--- src/sdspi_pkg.sv ---
package sdspi_pkg;

    localparam int unsigned POLL_W = 9;

    // Busy-release and response poll limits (range 1 to 255).
    localparam logic [POLL_W-1:0] READY_POLL_LIMIT    = 9'd200;
    localparam logic [POLL_W-1:0] RESPONSE_POLL_LIMIT = 9'd250;
    localparam logic [POLL_W-1:0] TAIL_BYTES          = 9'd4;

    localparam logic [7:0] IDLE_BYTE   = 8'hFF;
    localparam logic [7:0] START_BITS  = 8'h40;
    localparam logic [6:0] CRC7_POLY   = 7'h09;
    localparam logic [2:0] CRC_SLOT    = 3'd5;
    localparam logic [2:0] FRAME_BYTES = 3'd6;

    localparam logic [5:0] CMD_SEND_CSD      = 6'd9;
    localparam logic [5:0] CMD_SEND_IF_COND  = 6'd8;
    localparam logic [5:0] CMD_READ_SINGLE   = 6'd17;
    localparam logic [5:0] CMD_WRITE_SINGLE  = 6'd24;
    localparam logic [5:0] CMD_APP_CMD       = 6'd55;
    localparam logic [5:0] CMD_READ_OCR      = 6'd58;

    typedef enum logic {
        OP_START = 1'b0,
        OP_RX    = 1'b1
    } t_operation;

    typedef enum logic [1:0] {
        ACT_TRANSFER = 2'd0,
        ACT_DONE     = 2'd1,
        ACT_IGNORE   = 2'd2
    } t_action;

    typedef enum logic [2:0] {
        PH_IDLE  = 3'd0,
        PH_DUMMY = 3'd1,
        PH_READY = 3'd2,
        PH_FRAME = 3'd3,
        PH_RESP  = 3'd4,
        PH_TAIL  = 3'd5
    } t_phase;

    // Shift one byte, MSB first, through the CRC7 register (x^7 + x^3 + 1).
    function automatic logic [6:0] crc7_feed(input logic [6:0] crc, input logic [7:0] data);
        logic [6:0] c;
        logic       fb;
        c = crc;
        for (int b = 7; b >= 0; b--) begin
            fb = data[b] ^ c[6];
            c  = {c[5:0], 1'b0};
            if (fb) begin
                c = c ^ CRC7_POLY;
            end
        end
        return c;
    endfunction

endpackage

--- src/sdspi_ifs.sv ---
interface sdspi_cmd_if import sdspi_pkg::*; ();
    logic        valid;
    logic        ready;
    t_operation  operation;
    logic [5:0]  cmd_index;
    logic [31:0] argument;
    logic        want_crc;
    logic [7:0]  rx_byte;

    modport source (output valid, operation, cmd_index, argument, want_crc, rx_byte,
                    input ready);
    modport sink   (input valid, operation, cmd_index, argument, want_crc, rx_byte,
                    output ready);
endinterface

interface sdspi_rsp_if import sdspi_pkg::*; ();
    logic       valid;
    logic       ready;
    t_action    action;
    logic [7:0] tx_byte;
    logic       chip_select;
    logic [7:0] response;

    modport source (output valid, action, tx_byte, chip_select, response, input ready);
    modport sink   (input valid, action, tx_byte, chip_select, response, output ready);
endinterface

--- src/sd_spi_command_transaction.sv ---
// SD card command sequencer for an SPI byte engine.
//
// i_cmd carries one item per transfer: either a start (command index,
// argument, CRC flag) or the byte the SPI engine shifted in during the
// previous exchange. o_rsp returns exactly one result per item: transfer
// tx_byte now, command done (with the R1 response, 0xFF when the card never
// answered), or item ignored (start while busy, received byte while idle).
// chip_select on every result is the select level after that step.
//
// The result is registered: the result of an item accepted at one edge is
// valid after that edge. Throughput is one item per cycle while the
// receiver takes each result; the whole step, including one CRC7 byte
// update, sits between the sequencer state and the result register.
//
// Reset idles the sequencer, deselects the card and sets the held response
// to 0xFF. When the receiver stalls, the result register holds its value and
// i_cmd.ready drops until the result is taken; an item is accepted in the
// same cycle the held result leaves.
module sd_spi_command_transaction
    import sdspi_pkg::*;
(
    input  logic           i_clk,
    input  logic           i_rst_n,
    sdspi_cmd_if.sink      i_cmd,
    sdspi_rsp_if.source    o_rsp
);

    // Sequencer state
    t_phase             r_phase,   n_phase;
    logic [POLL_W-1:0]  r_poll,    n_poll;
    logic [2:0]         r_frame,   n_frame;
    logic [5:0]         r_cmd,     n_cmd;
    logic [31:0]        r_arg,     n_arg;
    logic               r_crc_en,  n_crc_en;
    logic [6:0]         r_crc,     n_crc;
    logic               r_select,  n_select;
    logic [7:0]         r_resp,    n_resp;

    // Result register
    logic               r_out_valid;
    t_action            r_action,  n_action;
    logic [7:0]         r_tx,      n_tx;
    logic               r_cs;
    logic [7:0]         r_out_resp;

    logic               in_fire;
    logic [2:0]         frame_idx;
    logic [6:0]         frame_crc_in;
    logic [7:0]         frame_byte;
    logic [6:0]         frame_crc_out;
    logic               keeps_select;
    logic               has_tail;

    assign in_fire     = i_cmd.valid && i_cmd.ready;
    assign i_cmd.ready = !r_out_valid || o_rsp.ready;

    assign keeps_select = (r_cmd == CMD_APP_CMD) || (r_cmd == CMD_SEND_CSD) ||
                          (r_cmd == CMD_READ_SINGLE) || (r_cmd == CMD_WRITE_SINGLE);
    assign has_tail     = (r_cmd == CMD_SEND_IF_COND) || (r_cmd == CMD_READ_OCR);

    // Frame byte: leaving the ready poll restarts the frame at byte zero.
    always_comb begin
        frame_idx    = (r_phase == PH_READY) ? 3'd0 : r_frame;
        frame_crc_in = (r_phase == PH_READY) ? 7'd0 : r_crc;
        case (frame_idx)
            3'd0:    frame_byte = START_BITS | {2'b00, r_cmd};
            3'd1:    frame_byte = r_arg[31:24];
            3'd2:    frame_byte = r_arg[23:16];
            3'd3:    frame_byte = r_arg[15:8];
            3'd4:    frame_byte = r_arg[7:0];
            default: frame_byte = r_crc_en ? {frame_crc_in, 1'b1} : 8'h00;
        endcase
        frame_crc_out = (frame_idx < CRC_SLOT) ? crc7_feed(frame_crc_in, frame_byte)
                                               : frame_crc_in;
    end

    // Next state
    always_comb begin
        n_phase  = r_phase;
        n_poll   = r_poll;
        n_frame  = r_frame;
        n_cmd    = r_cmd;
        n_arg    = r_arg;
        n_crc_en = r_crc_en;
        n_crc    = r_crc;
        n_select = r_select;
        n_resp   = r_resp;
        if (i_cmd.operation == OP_START) begin
            if (r_phase == PH_IDLE) begin
                n_cmd    = i_cmd.cmd_index;
                n_arg    = i_cmd.argument;
                n_crc_en = i_cmd.want_crc;
                n_resp   = IDLE_BYTE;
                n_crc    = 7'd0;
                n_frame  = 3'd0;
                n_poll   = '0;
                n_select = 1'b1;
                n_phase  = PH_DUMMY;
            end
        end else begin
            unique case (r_phase)
                PH_DUMMY: begin
                    n_poll  = '0;
                    n_phase = PH_READY;
                end
                PH_READY: begin
                    if (i_cmd.rx_byte != IDLE_BYTE && r_poll <= READY_POLL_LIMIT) begin
                        n_poll = r_poll + 1'b1;
                    end else begin
                        n_crc   = frame_crc_out;
                        n_frame = frame_idx + 1'b1;
                        n_phase = PH_FRAME;
                    end
                end
                PH_FRAME: begin
                    if (r_frame < FRAME_BYTES) begin
                        n_crc   = frame_crc_out;
                        n_frame = r_frame + 1'b1;
                    end else begin
                        n_poll  = '0;
                        n_phase = PH_RESP;
                    end
                end
                PH_RESP: begin
                    if (i_cmd.rx_byte == IDLE_BYTE && r_poll < RESPONSE_POLL_LIMIT) begin
                        n_poll = r_poll + 1'b1;
                    end else begin
                        n_resp = i_cmd.rx_byte;
                        if (has_tail) begin
                            n_poll  = 9'd1;
                            n_phase = PH_TAIL;
                        end else begin
                            n_select = keeps_select;
                            n_phase  = PH_IDLE;
                        end
                    end
                end
                PH_TAIL: begin
                    if (r_poll < TAIL_BYTES) begin
                        n_poll = r_poll + 1'b1;
                    end else begin
                        n_select = keeps_select;
                        n_phase  = PH_IDLE;
                    end
                end
                default: begin
                    n_phase = PH_IDLE;
                end
            endcase
        end
    end

    // Result fields
    always_comb begin
        n_action = ACT_IGNORE;
        n_tx     = 8'h00;
        if (i_cmd.operation == OP_START) begin
            if (r_phase == PH_IDLE) begin
                n_action = ACT_TRANSFER;
                n_tx     = IDLE_BYTE;
            end
        end else begin
            unique case (r_phase)
                PH_DUMMY: begin
                    n_action = ACT_TRANSFER;
                    n_tx     = IDLE_BYTE;
                end
                PH_READY: begin
                    n_action = ACT_TRANSFER;
                    if (i_cmd.rx_byte != IDLE_BYTE && r_poll <= READY_POLL_LIMIT) begin
                        n_tx = IDLE_BYTE;
                    end else begin
                        n_tx = frame_byte;
                    end
                end
                PH_FRAME: begin
                    n_action = ACT_TRANSFER;
                    n_tx     = (r_frame < FRAME_BYTES) ? frame_byte : IDLE_BYTE;
                end
                PH_RESP: begin
                    if ((i_cmd.rx_byte == IDLE_BYTE && r_poll < RESPONSE_POLL_LIMIT)
                        || has_tail) begin
                        n_action = ACT_TRANSFER;
                        n_tx     = IDLE_BYTE;
                    end else begin
                        n_action = ACT_DONE;
                    end
                end
                PH_TAIL: begin
                    if (r_poll < TAIL_BYTES) begin
                        n_action = ACT_TRANSFER;
                        n_tx     = IDLE_BYTE;
                    end else begin
                        n_action = ACT_DONE;
                    end
                end
                default: begin
                    n_action = ACT_IGNORE;
                end
            endcase
        end
    end

    // Advance the sequencer only on an accepted transfer.
    always_ff @(posedge i_clk) begin
        if (!i_rst_n) begin
            r_phase  <= PH_IDLE;
            r_poll   <= '0;
            r_frame  <= '0;
            r_cmd    <= '0;
            r_select <= 1'b0;
            r_resp   <= IDLE_BYTE;
        end else if (in_fire) begin
            r_phase  <= n_phase;
            r_poll   <= n_poll;
            r_frame  <= n_frame;
            r_cmd    <= n_cmd;
            r_select <= n_select;
            r_resp   <= n_resp;
        end
    end

    always_ff @(posedge i_clk) begin
        if (in_fire) begin
            r_arg    <= n_arg;
            r_crc_en <= n_crc_en;
            r_crc    <= n_crc;
        end
    end

    // Result register: load on accept, hold while the receiver stalls.
    always_ff @(posedge i_clk) begin
        if (!i_rst_n) begin
            r_out_valid <= 1'b0;
        end else if (in_fire) begin
            r_out_valid <= 1'b1;
        end else if (o_rsp.ready) begin
            r_out_valid <= 1'b0;
        end
    end

    always_ff @(posedge i_clk) begin
        if (in_fire) begin
            r_action   <= n_action;
            r_tx       <= n_tx;
            r_cs       <= n_select;
            r_out_resp <= n_resp;
        end
    end

    assign o_rsp.valid       = r_out_valid;
    assign o_rsp.action      = r_action;
    assign o_rsp.tx_byte     = r_tx;
    assign o_rsp.chip_select = r_cs;
    assign o_rsp.response    = r_out_resp;

    // The card stays selected for the whole command.
    a_select_while_busy: assert property (@(posedge i_clk) disable iff (!i_rst_n)
        r_phase != PH_IDLE |-> r_select)
        else $error("card deselected during a command");

    a_frame_bound: assert property (@(posedge i_clk) disable iff (!i_rst_n)
        r_frame <= FRAME_BYTES)
        else $error("frame index past the CRC byte");

    a_tail_count: assert property (@(posedge i_clk) disable iff (!i_rst_n)
        r_phase == PH_TAIL |-> (r_poll >= 9'd1 && r_poll <= TAIL_BYTES))
        else $error("tail byte count out of range");

    a_resp_count: assert property (@(posedge i_clk) disable iff (!i_rst_n)
        r_phase == PH_RESP |-> r_poll <= RESPONSE_POLL_LIMIT)
        else $error("response poll count overran");

    // A done result leaves the sequencer idle and carries the held response.
    a_done_idle: assert property (@(posedge i_clk) disable iff (!i_rst_n)
        in_fire && n_action == ACT_DONE |=> r_phase == PH_IDLE && r_out_resp == r_resp)
        else $error("command done but sequencer not idle");

endmodule

--- src/flat_wrapper.sv ---
// flat-port wrapper written by rule: the top's interface ports become plain ports
module sd_spi_command_transaction_flat import sdspi_pkg::*;
  (i_clk, i_rst_n, i_cmd_valid, i_cmd_operation, i_cmd_cmd_index, i_cmd_argument, i_cmd_want_crc, i_cmd_rx_byte, i_cmd_ready, o_rsp_valid, o_rsp_action, o_rsp_tx_byte, o_rsp_chip_select, o_rsp_response, o_rsp_ready);
  sdspi_cmd_if i_cmd_i ();
  sdspi_rsp_if o_rsp_i ();
  input  logic i_clk;
  input  logic i_rst_n;
  input wire logic [$bits(i_cmd_i.valid)-1:0] i_cmd_valid;
  input wire logic [$bits(i_cmd_i.operation)-1:0] i_cmd_operation;
  input wire logic [$bits(i_cmd_i.cmd_index)-1:0] i_cmd_cmd_index;
  input wire logic [$bits(i_cmd_i.argument)-1:0] i_cmd_argument;
  input wire logic [$bits(i_cmd_i.want_crc)-1:0] i_cmd_want_crc;
  input wire logic [$bits(i_cmd_i.rx_byte)-1:0] i_cmd_rx_byte;
  output wire logic [$bits(i_cmd_i.ready)-1:0] i_cmd_ready;
  output wire logic [$bits(o_rsp_i.valid)-1:0] o_rsp_valid;
  output wire logic [$bits(o_rsp_i.action)-1:0] o_rsp_action;
  output wire logic [$bits(o_rsp_i.tx_byte)-1:0] o_rsp_tx_byte;
  output wire logic [$bits(o_rsp_i.chip_select)-1:0] o_rsp_chip_select;
  output wire logic [$bits(o_rsp_i.response)-1:0] o_rsp_response;
  input wire logic [$bits(o_rsp_i.ready)-1:0] o_rsp_ready;
  assign i_cmd_i.valid = i_cmd_valid;
  assign i_cmd_i.operation = i_cmd_operation;
  assign i_cmd_i.cmd_index = i_cmd_cmd_index;
  assign i_cmd_i.argument = i_cmd_argument;
  assign i_cmd_i.want_crc = i_cmd_want_crc;
  assign i_cmd_i.rx_byte = i_cmd_rx_byte;
  assign i_cmd_ready = i_cmd_i.ready;
  assign o_rsp_valid = o_rsp_i.valid;
  assign o_rsp_action = o_rsp_i.action;
  assign o_rsp_tx_byte = o_rsp_i.tx_byte;
  assign o_rsp_chip_select = o_rsp_i.chip_select;
  assign o_rsp_response = o_rsp_i.response;
  assign o_rsp_i.ready = o_rsp_ready;
  sd_spi_command_transaction u_core (.i_clk(i_clk), .i_rst_n(i_rst_n), .i_cmd(i_cmd_i), .o_rsp(o_rsp_i));
endmodule
--- config.mk ---
export PLATFORM = sky130hd
export DESIGN_NAME = sd_spi_command_transaction_flat
export DESIGN_NICKNAME = d
export VERILOG_FILES = /design/src/sdspi_pkg.sv /design/src/sdspi_ifs.sv /design/src/sd_spi_command_transaction.sv /design/src/flat_wrapper.sv
export SDC_FILE = /design/constraint.sdc
export NUM_CORES = 1
export LEC_CHECK = 0
export BUFFER_PORTS_ARGS = -buffer_cell sky130_fd_sc_hd__clkbuf_2
export CAP_MARGIN = 20
export CORE_AREA = 2 2 119 121
export DETAILED_ROUTE_END_ITERATION = 8
export DIE_AREA = 0 0 121 123
export GPL_TIMING_DRIVEN = 0
export PLACE_DENSITY_LB_ADDON = 0.25
export SKIP_LAST_GASP = 1
export SYNTH_ARGS = -nofsm -noshare
export SYNTH_HDL_FRONTEND = slang
export SYNTH_SLANG_ARGS = --single-unit
--- constraint.sdc ---
create_clock -name i_clk -period 3.1 [get_ports i_clk]
set_input_delay 0.465 -clock i_clk [delete_from_list [all_inputs] [get_ports i_clk]]
set_output_delay 0.465 -clock i_clk [all_outputs]
set_load 0.1 [all_outputs]
==> metrics list, run 1 <==
- Dividing the detail-routed wire length by the instance count gives 14.6 µm.
- Count of endpoints failing hold in the final timing report: 0
- Sum of net half-perimeters after detailed placement: 8.05 mm
* Buffers added on ports: 71
- During synthesis, Yosys emitted a total of 0 warnings.
- Total power for the finished layout comes to 2.93 mW.
- Die width: 121 µm
- Vias in the first global route: 3,705
- Detailed routing inserted a total of 3,841 vias.
- By area, the combinational part of the netlist is dominated by simple AND/OR/NAND/NOR gates.
- The die is 123 µm tall.
- Number of synthesized register bits: 90
- Of the total synthesized cell area, the portion taken by XOR and XNOR cells is 0.0335.
* Critical path startpoint category: flip-flop
* IR Drop Worst-Case VDD: 0.313 mV
* Net Count, Synth: 537
- Synth top area cells: edfxtp_1, dfxtp_1, nor2_1
- Maximum capacitance violations: 0
* Net count, final: 622
- Of the cells placed in the final design, the portion with a size suffix greater than 1 is 0.201.
* Proportion of synthesized flip-flops having asynchronous set or reset: 0
* Starting DRT DRC Count: 328
- CP Max Fanout: 22
* Final setup violating endpoints: 0
* Mean instance size in the synthesized netlist: 9.66 µm²
- STA classifies the critical path endpoint as a flip-flop.
* Area growth syn-to-layout: 19.8%
- Largest clock skew in the final design: 7.33 ps
- Actual transition at the worst max-transition pin: 798 ps
* Unique masters post-synth: 68
- The floorplan has 43 rows.
- Number of synthesized flops with an enable pin: 59
- The die covers 14,900 µm².
- Placer congestion estimate: 0.889
- The startpoint identified for the worst hold timing path is i_cmd_argument[15].
- Status: finished, final reports clean
* Register area share after synthesis: 0.513
* Clock tree from TritonCTS: built
* Clock Root Buffer: clkbuf_16
- Hold Worst Slack: 289 ps
- The first global-routing pass estimated 18.2 mm of wire.
- Maximum clock insertion buffer count: 2
* Clk slew on worst S/H paths: 60 ps
- Number of antenna violations at the first check in global routing: 0
* Vias per cell: 5.10
- R2R cell count: 6
- For the worst setup path, the data arrival time is 2840 ps.
- Cts repair resizes: 0
* Post-detailed-route count of antenna-violating nets: 0
* Class of the tightest hold or removal check: input port to flip-flop
- Worst setup startpoint: u_core.r_phase[2]
- Fraction of synthesized area in multiplexers: 0.0198
* Most repeated cell in the gate-level netlist after synthesis: nor2_1
- Source of the worst register-to-register timing path: u_core.r_phase[2]
- Worst-case headroom to the max-slew limit: 0.464
- For this run, the leading register cell type out of synthesis is edfxtp_1.
- Cts bufs inserted: 9
- Clk_lat worst skew: 350 ps
* Remaining Overflow, GRT: 0
- The H-tree was split into 3 levels.
* Endpoint of the worst setup timing path: u_core.r_arg[2]
- The worst setup path is of the flip-flop to flip-flop kind.
- Setup repair after global routing left no endpoint under its margin.
- The clock net in this run drives a total of 90 sinks.
* Most instantiated cells after synthesis: nor2_1, edfxtp_1, nand2_1
- After detailed routing, the total wire length is 11.0 mm.
* Area share of fa/ha/maj cells after synthesis: 0.00536
- Of the total synthesized cell area, the portion taken by AND, OR, NAND and NOR gates is 0.214.
- Worst r2r dst: u_core.r_arg[2]
- I/O Pins: 73
* Netlist Area Pre-Place: 4670 µm²
* Initial standard-cell utilization of the core: 0.343
* Cell type with the largest total area after synthesis: edfxtp_1
- Largest net degree at the start of global routing: 23
- Across every metal layer, demand over resource in global routing totals 0.157.
* Endpoint required time on the critical path: 3160 ps
- Counting every instance in the synthesized netlist gives 483.
* Fraction of the mapped netlist area in compound gates: 0.180
* Core box area: 13,600 µm²
- Number of diodes added for antenna fixing: 0
- After layout, the minimum clock period comes to 2790 ps.
* Worst-case register-to-register setup slack: 310 ps
* Count of hold buffers inserted by post-cts repair: 0
* Portion of synthesized cell area occupied by the leading cell type: 0.380
- Power per cell area: 524 nW/µm²
* Iteration count of the initial detailed-routing pass: 5
* Fraction of the cycle the final worst path needs: 0.898
- Summed over all cells, the static leakage comes to 2.04 nW.
- Number of setup buffers added after CTS: 0
- The number of slew-limit violations in the final report was 0.
* Detailed-route DRC error count: 0
- Highest Clock Rate: 359 MHz
cell usage in the layout (no fill, tap or decap), drive strengths merged, types with 10 or more instances in the layout:
cell type  instances
clkbuf            99
nand2             49
nor2              70
a21oi             43
nand3             11
edfxtp            59
nand2b            10
o21ai             24
a21boi            22
buf               14
xnor2             10
dfxtp             31
nor3              10
report_power, final:
part	internal, mW	switching, mW
registers	1.35	0.0280
clock network	0.626	0.450
logic	0.158	0.322
cell families (layout without fill, tap and decap cells):
| group | after synthesis | count (layout) |
|---|---|---|
| buf+inv | 34 | 124 |
| fa+ha+maj | 2 | 2 |
| compound gates | 131 | 131 |
| xor+xnor | 17 | 17 |
| mux | 9 | 9 |
| flops | 90 | 90 |
| simple gates | 200 | 200 |
worst min path at each step:
stage,to,depth (start not counted)
after detailed placement,u_core.r_resp[2],2
after global placement,u_core.r_resp[7],2
after floorplan,u_core.r_poll[0],2
final,u_core.r_arg[15],1
after CTS,u_core.r_arg[0],1
after global routing,u_core.r_arg[22],1
flip-flops by register name, summed over array words and instances, names as in the netlist, 2 cells and up:
name                   flops
u_core.r_poll              9
u_core.r_resp              8
u_core.r_frame             3
u_core.r_cmd               6
u_core.r_crc               7
u_core.r_arg              32
u_core.o_rsp.action        2
u_core.o_rsp.response      8
u_core.o_rsp.tx_byte       8
u_core.r_phase             3
through the flow:
stage	utilization	instance area [µm²]	TNS (ps)	std cells	setup slack [ps]
2_1_floorplan	-	4670	0	483	35.4
3_3_place_gp	0.386	5250	-8040	734	-220
3_5_place_dp	0.389	5290	-421	736	-24.2
4_1_cts	0.410	5580	0	752	24.6
5_1_grt	0.411	5590	0	753	83.7
6_report	0.411	5590	0	753	315
critical path, stage by stage, from the launching register on:
cell and delay [ps]:
dfxtp_1 310, buf_6 130, clkbuf_1 230, nor4_2 780, nand2_1 390, clkinvlp_4 450
buf_16 200
layer usage:
layer,GRT usage,part of all wire,vias to the layer above
met5,0,0,-
met4,0.0734,0.018,0
met3,0.0438,0.068,14
met2,0.238,0.45,134
met1,0.207,0.47,1761
li1,-,-,1932
final cells by class:
| cell class | count | area [µm²] |
|---|---|---|
| fill | 1376 | 8020 |
| sequential | 90 | 2390 |
| multi-input combinational | 359 | 2120 |
| timing repair buffer | 74 | 405 |
| clock buffer | 11 | 233 |
| tap | 180 | 225 |
| buffer | 28 | 138 |
| clock inverter | 5 | 55.1 |
| inverter | 6 | 26.3 |
Power figures use the tool's default switching activity.
==> inputs of run 2 (changes only) <==
==> constraint.sdc (replaced) <==
create_clock -name i_clk -period 3.1 [get_ports i_clk]
set_input_delay 0.465 -clock i_clk [delete_from_list [all_inputs] [get_ports i_clk]]
set_output_delay 0.465 -clock i_clk [all_outputs]
set_load 0.01 [all_outputs]
==> metrics list, run 2 (synthesized netlist as in run 1, its figures left out) <==
- Worst-case register-to-register setup slack: 350 ps (+40 ps)
* Worst hold path startpoint: i_cmd_argument[3]
* Post-detailed-route count of antenna-violating nets: 0 (unchanged)
* Largest clock skew in the final design: 9.67 ps (+2.34 ps)
- Clock Root Buffer: clkbuf_16
- The highest attainable clock frequency came to 364 MHz (+1.3%).
* Worst r2r dst: u_core.r_crc[3]
- The number of antenna violations at the first check in global routing came to 0 (unchanged).
- u_core.r_arg holds more flip-flops than any other register.
* Actual transition at the worst max-transition pin: 708 ps (-89.7 ps)
- Minimum clock period: 2750 ps (-36.2 ps)
* Die width: 121 µm (unchanged)
- The maximum number of pins on one net before global-route repair is 23 (unchanged).
- Endpoint with the worst hold slack: u_core.r_arg[3]
* Sum of net half-perimeters after detailed placement: 8.10 mm (+0.64%)
- The count of hold buffers inserted by post-cts repair is 0 (unchanged).
- Critical path class: flip-flop to flip-flop
- Leaving out fill and tap cells, the most frequent cell in the layout is clkbuf_2.
- The path class of the tightest hold or removal check is input port to flip-flop.
- The post-placement worst setup slack was -42.5 ps (-18.3 ps).
* Average wire length per cell after detail routing: 14.8 µm (+1.1%)
- The final clock period utilization by the worst path came to 0.887 (-0.0117).
- Setup repair after global routing left no endpoint under its margin.
- The vias after detailed routing is 3,879 (+0.99%).
- Data arrival time of the critical path: 2940 ps (+100 ps)
* Number of diodes added for antenna fixing: 0 (unchanged)
- Layout cell share with drive strength beyond 1: 0.202 (+0.00175)
- Routed Wire Length: 11.2 mm (+1.1%)
- Top Registers: u_core.r_arg: 32 flops, u_core.r_poll: 9 flops
- The count of clock tree sinks was 90 (unchanged).
- Instance area at placement: 5290 µm² (about the same)
- Slew Limit Fails: 0 (unchanged)
- Final Cell Area: 5630 µm² (+0.69%)
- The static power due to leakage came to 2.06 nW (+0.88%).
- Vias per cell: 5.15 (+0.99%)
* Clk_lat worst skew: 350 ps (about the same)
* Source of the worst register-to-register timing path: u_core.r_frame[0]
* Starting DRT DRC Count: 269 (-18%)
- R2R cell count: 10 (+4)
* Row count: 43 (unchanged)
* Count of endpoints failing hold in the final timing report: 0 (unchanged)
- The worst setup path is captured at a flip-flop.
* Critical path startpoint category: flip-flop
- The via count of the first global-routing pass came to 3,706 (+0.027%).
- Final setup violating endpoints: 0 (unchanged)
* CP Max Fanout: 10 (-55%)
- Die height: 123 µm (unchanged)
- Final Power: 2.91 mW (-0.57%)
* Maximum capacitance violations: 0 (unchanged)
- Final cell utilization of the core: 0.414 (+0.00285)
- Largest register FFs: 32 (unchanged)
- The deepest clock path buffer count came to 2 (unchanged).
- Power per cell area: 517 nW/µm² (-1.3%)
- The first-pass iteration count of the detailed router came to 5 (unchanged).
- I/O Pins: 73 (unchanged)
* Status: finished, final reports clean
- The effective utilization at floorplan is 0.343 (unchanged).
- Walking the worst path, the cells encountered are clkbuf_2, clkbuf_1, mux2_2, o22ai_1, xor2_1, nor2_1, xnor2_2, xnor2_1, or3_1, a21oi_1.
- The required time of the critical path was 3300 ps (+140 ps).
* Die area: 14,900 µm² (unchanged)
* Sum Neg Setup Slack: 0 ps (unchanged)
- The total global routing overflow is 0 (unchanged).
- The number of cells on the worst hold path is 1 (unchanged).
- The global-route wire length before repair is 18.4 mm (+0.91%).
* Total routing usage reported by global routing: 0.158 (+0.00155)
* Buffers added on ports: 71 (unchanged)
* IR Drop Worst-Case VDD: 0.320 mV (+2.5%)
- The net total in the final layout came to 622 (unchanged).
- Clk slew on worst S/H paths: 70 ps (about the same)
- The placeable core region is 13,600 µm² (unchanged).
- The number of buffers added by the clock tree synthesis step is 9 (unchanged).
* Number of H-tree branching levels: 3 (unchanged)
* Clock tree from TritonCTS: built
- Placer congestion estimate: 0.883 (-0.78%)
- The worst-case setup margin in the final layout is 351 ps (+36.2 ps).
* Area growth syn-to-layout: 20.6%
- The biggest cell delay along the critical path came to 390 ps (-390 ps).
- The library cells used most frequently in the layout, excluding fill and tap cells, are clkbuf_2, nor2_1, edfxtp_1.
- The largest individual stage delay along the critical path comes from the cell clkbuf_1.
- Worst-case headroom to the max-slew limit: 0.528 (+0.0642)
* Detailed-route DRC error count: 0 (unchanged)
-- run 2: cell types whose count changed in the layout (fill, tap and decap cells not counted) --
cell	change
clkbuf_8	+3
clkbuf_1	-2
clkinv_2	-2
inv_6	+1
nand2b_1	+1
nand2b_2	-1
nor4_2	-1
nor4_4	+1
-- run 2: how the worst max path moves through the flow --
stage / startpoint / end / cells past startpoint
2_1_floorplan: u_core.r_phase[2] / u_core.r_arg[0] / 5
3_3_place_gp: i_cmd_operation / u_core.r_cmd[4] / 7
3_5_place_dp: i_cmd_operation / u_core.r_crc_en / 6
4_1_cts: u_core.r_phase[2] / u_core.r_crc_en / 6
5_1_grt: u_core.r_phase[0] / u_core.r_frame[2] / 9
6_report: u_core.r_frame[0] / u_core.r_crc[3] / 10
-- run 2: timing repair --
item,in CTS,in global routing
resized for setup,0,2
setup endpoints to repair,0,39
setup buffers,0,0
-- run 2: worst max-delay path, delay by kind of cell, from the launching register on --
| kind | cells | cell delay (ps) |
|---|---|---|
| xor+xnor | 3 | 470 |
| compound gates | 2 | 440 |
| mux | 1 | 390 |
| simple gates | 2 | 400 |
| buf+inv | 2 | 570 |
| flops | 1 | 310 |
-- run 2: final cells by class --
type | instances | area [µm²]
inverters | 6 | 26.3
multi-input cells | 359 | 2120
clock buffers | 12 | 267
repair buffers | 74 | 405
fillers | 1363 | 7980
well taps | 180 | 225
clock inverters | 4 | 53.8
plain buffers | 28 | 138
flip-flops and latches | 90 | 2390
-- run 2: report_power, final --
group	leakage [nW]	internal, mW	switching [mW]
Combinational	1.11	0.159	0.222
Sequential	0.785	1.35	0.0277
Clock	0.160	0.697	0.461
Total	2.06	2.20	0.711
-- run 2: metrics by stage --
| stage | std cells | hold WS (ps) |
|---|---|---|
| after floorplan | 483 | 473 |
| after global placement | 734 | 495 |
| after detailed placement | 736 | 501 |
| after CTS | 752 | 268 |
| after global routing | 753 | 273 |
| final | 753 | 289 |
-- run 2: per-layer routing --
| layer | wire length [µm] | global-route usage | up-vias | part of all wire |
|---|---|---|---|---|
| met5 | 0 | 0 | - | 0 |
| li1 | - | - | 1935 | - |
| met1 | 5310 | 0.212 | 1806 | 0.48 |
| met4 | 153 | 0.0603 | 0 | 0.014 |
| met3 | 691 | 0.0429 | 12 | 0.062 |
| met2 | 5000 | 0.245 | 126 | 0.45 |
